--- config.mk ---
export PLATFORM = sky130hd
export DESIGN_NAME = mfne_ctrl
export DESIGN_NICKNAME = d
export VERILOG_FILES = /design/src/rtl/core/mfne_pkg.sv /design/src/rtl/core/mfne_ctrl.sv
export VERILOG_INCLUDE_DIRS = /design/src /design/src/rtl/core
export SDC_FILE = /design/constraint.sdc
export NUM_CORES = 1
export LEC_CHECK = 0
export BUFFER_PORTS_ARGS = -buffer_cell sky130_fd_sc_hd__clkbuf_2
export CAP_MARGIN = 20
export CORE_MARGIN = 2
export CORE_UTILIZATION = 55
export CTS_BUF_LIST = sky130_fd_sc_hd__clkbuf_16
export DETAILED_ROUTE_END_ITERATION = 7
export GPL_ROUTABILITY_DRIVEN = 0
export PLACE_DENSITY = 0.92
export SYNTH_ARGS = -nofsm -noshare
export SYNTH_HDL_FRONTEND = slang
export SYNTH_SLANG_ARGS = --single-unit
--- constraint.sdc ---
create_clock -name i_clk -period 2.6 [get_ports i_clk]
set_input_delay 0.13 -clock i_clk [delete_from_list [all_inputs] [get_ports i_clk]]
set_output_delay 0.13 -clock i_clk [all_outputs]
set_load 0.01 [all_outputs]
--- src/rtl/core/assert_macros.svh ---
// assertion helpers shared by the rtl
`ifndef ASSERT_MACROS_SVH
`define ASSERT_MACROS_SVH

// same-cycle implication, disabled while in reset
`define ASSERT_IMPLY(lbl, clk, rst_n, a, b, msg) \
    lbl: assert property (@(posedge clk) disable iff (!rst_n) (a) |-> (b)) else $error(msg);

// next-cycle implication, disabled while in reset
`define ASSERT_NEXT(lbl, clk, rst_n, a, b, msg) \
    lbl: assert property (@(posedge clk) disable iff (!rst_n) (a) |=> (b)) else $error(msg);

`endif

--- src/rtl/core/mfne_pkg.sv ---
`default_nettype none
// ----------------------------------------------------------------------------
// mfne_pkg
// Shared types and constants of the midi file note extractor.
// ----------------------------------------------------------------------------
package mfne_pkg;

    localparam int unsigned TABLE_ADDR_BITS = 11;
    localparam int unsigned TABLE_DEPTH     = 1 << TABLE_ADDR_BITS;
    localparam int unsigned PROD_BITS       = 44;   // sample_rate * us_per_quarter
    localparam int unsigned DIV_BITS        = 36;   // 1e6 * ticks_per_quarter
    localparam int unsigned US_PER_SEC      = 1000000;
    localparam int unsigned SR_BITS         = 20;

    localparam logic [SR_BITS-1:0] SAMPLE_RATE_RESET = 20'd44100;
    localparam logic               CFG_SAMPLE_RATE   = 1'b0;

    typedef enum logic [1:0] {
        RK_NOTE  = 2'd0,
        RK_ERROR = 2'd1,
        RK_DONE  = 2'd2
    } t_kind;

    typedef enum logic [2:0] {
        EC_BAD_TAG    = 3'd0,
        EC_NO_TRACKS  = 3'd1,
        EC_NO_STATUS  = 3'd2,
        EC_BAD_BYTE   = 3'd3,
        EC_PREMATURE  = 3'd4,
        EC_NONE       = 3'd5
    } t_err;

    typedef struct packed {
        logic                       restart;
        logic                       latch_in;
        logic                       mem_rd;
        logic                       commit;
        logic                       clr_en;
        logic [TABLE_ADDR_BITS-1:0] clr_addr;
        logic                       conv_start;
        logic                       conv_sel;
        logic                       out_load;
    } t_cmd;

    typedef struct packed {
        logic has_result;
        logic is_note;
        logic conv_done;
    } t_status;

endpackage

`default_nettype wire

--- src/rtl/core/mfne_ctrl.sv ---
`default_nettype none
`include "assert_macros.svh"
// ----------------------------------------------------------------------------
// mfne_ctrl
// Sequencer: table clearing sweep, byte read/execute, the two
// conversions of a note and the output register handshake.
// ----------------------------------------------------------------------------
module mfne_ctrl (
    input  wire logic               i_clk,
    input  wire logic               i_rst_n,
    input  wire logic               i_in_valid,
    input  wire logic               i_first_byte,
    output logic                    o_in_ready,
    output logic                    o_out_valid,
    input  wire logic               i_out_ready,
    output mfne_pkg::t_cmd          o_cmd,
    input  wire mfne_pkg::t_status  i_sts
);
    import mfne_pkg::*;

    typedef enum logic [3:0] {
        S_CLEAR, S_IDLE, S_READ, S_EXEC, S_CONV0, S_WAIT0, S_CONV1, S_WAIT1, S_PUSH
    } t_state;

    t_state                     r_state;
    logic [TABLE_ADDR_BITS-1:0] r_clr_addr;
    logic                       r_clr_item;
    logic                       r_out_valid;
    logic                       load;

    assign load = (r_state == S_PUSH) && (!r_out_valid || i_out_ready);

    always_ff @(posedge i_clk) begin
        if (!i_rst_n) begin
            r_state     <= S_CLEAR;
            r_clr_addr  <= '0;
            r_clr_item  <= 1'b0;
            r_out_valid <= 1'b0;
        end else begin
            if (load)             r_out_valid <= 1'b1;
            else if (i_out_ready) r_out_valid <= 1'b0;

            unique case (r_state)
                S_CLEAR: begin
                    r_clr_addr <= r_clr_addr + 1'b1;
                    if (&r_clr_addr) r_state <= r_clr_item ? S_READ : S_IDLE;
                end
                S_IDLE: begin
                    if (i_in_valid) begin
                        r_clr_item <= i_first_byte;
                        r_clr_addr <= '0;
                        r_state    <= i_first_byte ? S_CLEAR : S_READ;
                    end
                end
                S_READ: r_state <= S_EXEC;
                S_EXEC: begin
                    if (!i_sts.has_result)  r_state <= S_IDLE;
                    else if (i_sts.is_note) r_state <= S_CONV0;
                    else                    r_state <= S_PUSH;
                end
                S_CONV0: r_state <= S_WAIT0;
                S_WAIT0: if (i_sts.conv_done) r_state <= S_CONV1;
                S_CONV1: r_state <= S_WAIT1;
                S_WAIT1: if (i_sts.conv_done) r_state <= S_PUSH;
                S_PUSH:  if (load) r_state <= S_IDLE;
                default: r_state <= S_IDLE;
            endcase
        end
    end

    always_comb begin
        o_cmd.restart    = (r_state == S_IDLE) && i_in_valid && i_first_byte;
        o_cmd.latch_in   = (r_state == S_IDLE) && i_in_valid;
        o_cmd.mem_rd     = (r_state == S_READ);
        o_cmd.commit     = (r_state == S_EXEC);
        o_cmd.clr_en     = (r_state == S_CLEAR);
        o_cmd.clr_addr   = r_clr_addr;
        o_cmd.conv_start = (r_state == S_CONV0) || (r_state == S_CONV1);
        o_cmd.conv_sel   = (r_state == S_CONV1) || (r_state == S_WAIT1);
        o_cmd.out_load   = load;
    end

    assign o_in_ready  = (r_state == S_IDLE);
    assign o_out_valid = r_out_valid;

    `ASSERT_IMPLY(a_exec_after_read, i_clk, i_rst_n, r_state == S_EXEC, $past(r_state) == S_READ, "execute without table read")
    `ASSERT_IMPLY(a_conv_done_waiting, i_clk, i_rst_n, i_sts.conv_done, r_state == S_WAIT0 || r_state == S_WAIT1, "conversion done outside wait")
    `ASSERT_NEXT(a_load_sets_valid, i_clk, i_rst_n, load, r_out_valid, "loaded result not presented")

endmodule

`default_nettype wire

==> summary.md <==
| Metric | Value |
|---|---|
| Final ANT Viol Nets | 0 |
| Crit path cell chain | or4b_4, nor2_2, nand2_1, inv_1, clkbuf_2 |
| Seq/Total Area, Yosys | between 30% and 40% |
| HPWL after DPL | about 1700 um |
| Avg Vias per Cell | around 5.7 |
| Worst path slowest cell | or4b_4 |
| Vias | between 900 and 1000 |
| Final Cycle Share | 73.9% |
| Ys flop type | dfxtp_1 |
| Gr usage total | a little over a fifth |
| P per Cell Area | 485 mW/mm^2 |
| FF+latch count, synth | 17 |
| # clock sinks | 17 |
| CP peak stage delay | between 600 and 700 ps |
| Area Overhead vs Synth | 19.5% |
| Dpl ws | ~880 ps |
| DRT Pass-1 Iters | 4 |
| Skew-Pair Late Insertion Delay | 240 ps |
| Critical Path RT | 2470 ps |
| # Max-Cap Violations | 0 |
| Post-CTS Hold Fix Bufs | 0 |
| WP buf/inv | 2 |
| Number of setup buffers added after CTS | 0 |
| Residual DRC | 0 |
| Avg WL per Cell | between 10 and 15 um |
| TNS Setup | 0 ps |
| CP Max Fanout | 18 |
| Worst reg2reg path depth | 4 |
| First-pass GRT wire length | ~3500 um |
| Final setup vio count | 0 |
| CTS Buf Count | 3 |
| RSZ-0062 raised after global routing | false |
| Port bufs | 28 |
| Reg clk slew, reported paths | 50 ps |
| Total die area | about 0.0023 sq mm |
| Relative slew margins | between 50% and 60% |
| Core ar. | 0.00176 sq mm |
| Die Y-Extent | between 40 and 50 um |
| Ys async rst share | 0% |
| CP Class | reg -> out |
| Hold Fails Final Rpt | 0 |
| Status | finished clean |
| R2R Path End | r_state[1]$_SDFFE_PN0P_ |
| Tightest Pin Transition | approximately 640 ps |
| Post-synth cell types | 47 |
| Max Freq | between 0.5 and 0.6 GHz |
| Htree depth | 1 |
| Hold depth | 3 |
| Pleak | approximately 0.00054 uW |
| Fraction of layout instances using a drive strength above 1 | 35.8% |
| I/O Pins | 29 |
| Detailed Route Iter0 Violations | 25 |
| Post-Syn Instances | about 120 |
| EDFF count, synth | 0 |
| Worst hold-check path type | in -> reg |
| Final std cells w/o fill | between 150 and 200 |
| Critical Path Start Type | register |
| Hold path endpoint | r_clr_item$_SDFFE_PN0N_ |
| # nets final | 158 |
| Final wirelength | approximately 2200 um |
| Largest net degree at the start of global routing | 19 |
| Initial core utilization | about three fifths |
| Cell row count | 15 |
| Die width | ~48 um |
| Fin util | a little under three quarters |
| Maximum vdd ir drop | approximately 0.00028 V |
| Delay-heaviest family, CP | simple AND/OR/NAND/NOR gates |
| Max-slew violations | 0 |
| Syn avg cell area | ~8.7 sq um |
| Top cell type's share of synthesized area | 32.2% |
| Dpl cells | around 170 |
| Root Driver | clkbuf_16 |
| ANT cells | 0 |
| YS warnings | 0 |
| Synth area leader | dfxtp_1 |
| Worst R2R Start | r_state[3]$_SDFFE_PN0P_ |
| CTS tree | done |
| Crit end category | output pin |
| Syn nets | approximately 130 |
| Vias in the first global route | 816 |
| Total grt overflow | 0 |
| Beginning of the worst hold path | i_first_byte |
| Worst setup margin | 679 ps |
| Tmin final | 1920 ps |
| Largest cells by area after synthesis | dfxtp_1, a21oi_2, or3_1 |
| Layout Skew | 0.769 ps |
| Cts repair resizes | 0 |
| Number of antenna violations at the first check in global routing | 0 |
| Crit path DAT | about 1800 ps |
| Reg2reg setup slack | about 870 ps |
| Maximum clock path buffer count | 2 |
| Cell Area, Synth | ~0.0011 sq mm |
| Power consumption | 612 uW |
flip-flops by register name, summed over array words and instances (netlist names):
register,flops
r_clr_addr,11
o_out_valid,1
r_clr_item,1
r_state,4
placed cells by master (no fill, tap or decap), types with 2 or more instances in the layout:
master     Yosys  routed
o21ai_0        6       6
xor2_1         3       3
nand2_1        8       8
nor2b_1        3       3
nand2b_1       2       2
nand3_1        4       4
nor2_1         8       8
nor2_2         5       5
inv_1          7       7
nor4b_1        2       2
or3_1          6       6
a21oi_1        5       5
nand4_1        3       3
clkbuf_2       0      28
nor3b_1        2       2
a21oi_2        5       5
nor3_1         2       2
clkbuf_16      0       3
and2_1         2       2
dfxtp_1       17      17
worst max-delay path by stage:
stage | from | end | slack [ps] | depth (start not counted)
final | r_state[2]$_SDFFE_PN0P_ | o_cmd[18] | 680 | 5
after global routing | r_state[2]$_SDFFE_PN0P_ | o_cmd[18] | 580 | 5
after CTS | r_state[2]$_SDFFE_PN0P_ | o_cmd[18] | 670 | 5
after detailed placement | r_state[2]$_SDFFE_PN0P_ | r_clr_addr[3]$_SDFFE_PN0P_ | 880 | 3
after global placement | r_state[2]$_SDFFE_PN0P_ | r_clr_addr[5]$_SDFFE_PN0P_ | 950 | 3
after floorplan | r_state[1]$_SDFFE_PN0P_ | r_clr_addr[2]$_SDFFE_PN0P_ | 1120 | 4
cells in the mapped netlist, types with 2 or more instances:
| library cell | instances |
|---|---|
| nor2b_1 | 3 |
| buf_6 | 2 |
| a21oi_2 | 5 |
| xor2_1 | 3 |
| nor3b_1 | 2 |
| nand3_1 | 4 |
| nand2b_1 | 2 |
| and2_1 | 2 |
| nand2_1 | 8 |
| dfxtp_1 | 17 |
| nand4_1 | 3 |
| a21oi_1 | 5 |
| nor4b_1 | 2 |
| nor2_1 | 8 |
| nor3_1 | 2 |
| nor2_2 | 5 |
| buf_4 | 2 |
| o21ai_0 | 6 |
| or3_1 | 6 |
| clkbuf_1 | 2 |
| inv_1 | 7 |
logic make-up after synthesis:
kind of cell,Yosys count,synth area share [%]
muxes,1,0.947
AOI/OAI and AO/OA,27,19.9
adders and majority gates,1,1.18
DFF,17,32.2
xor gates and xnor gates,4,3.31
and+or+nand+nor,58,35.4
buffers and inverters,14,7.10
final cells by class:
class | count | area, sq um
well taps | 25 | 31.3
clock buffers | 3 | 75.1
clock inverters | 1 | 5.00
inverters | 8 | 30.0
flip-flops and latches | 17 | 340
repair buffers | 28 | 140
multi-input cells | 91 | 642
fillers | 161 | 500
per-layer routing:
layer | vias to the layer above | global-route usage [%] | part of all wire, %
li1 | 496 | - | -
met1 | 459 | 25.9 | 40
met2 | 33 | 38.1 | 54
met3 | 2 | 4.15 | 6.0
met4 | 0 | 9.73 | 0.54
met5 | - | 0 | 0
worst register-to-register path, cell delays in order, from the launching register on:
cell and delay (ps):
dfxtp_1 650, nor4b_1 480, nand2_1 160, o311ai_2 150, mux2i_1 220
report_power, final:
part           internal, uW  total, uW  leakage, uW  switching, uW
logic                  15.3       37.5     0.000365           22.2
registers               265        270     0.000138           5.24
clock network           206        304    0.0000409           98.9
total                   486        612     0.000543            126
through the flow:
stage,cell area [sq um],hold WS [ps]
after floorplan,1060,279
after global placement,1180,392
after detailed placement,1180,420
after CTS,1260,164
after global routing,1260,182
final,1260,159
No activity file was read; power rests on OpenSTA's default activity.
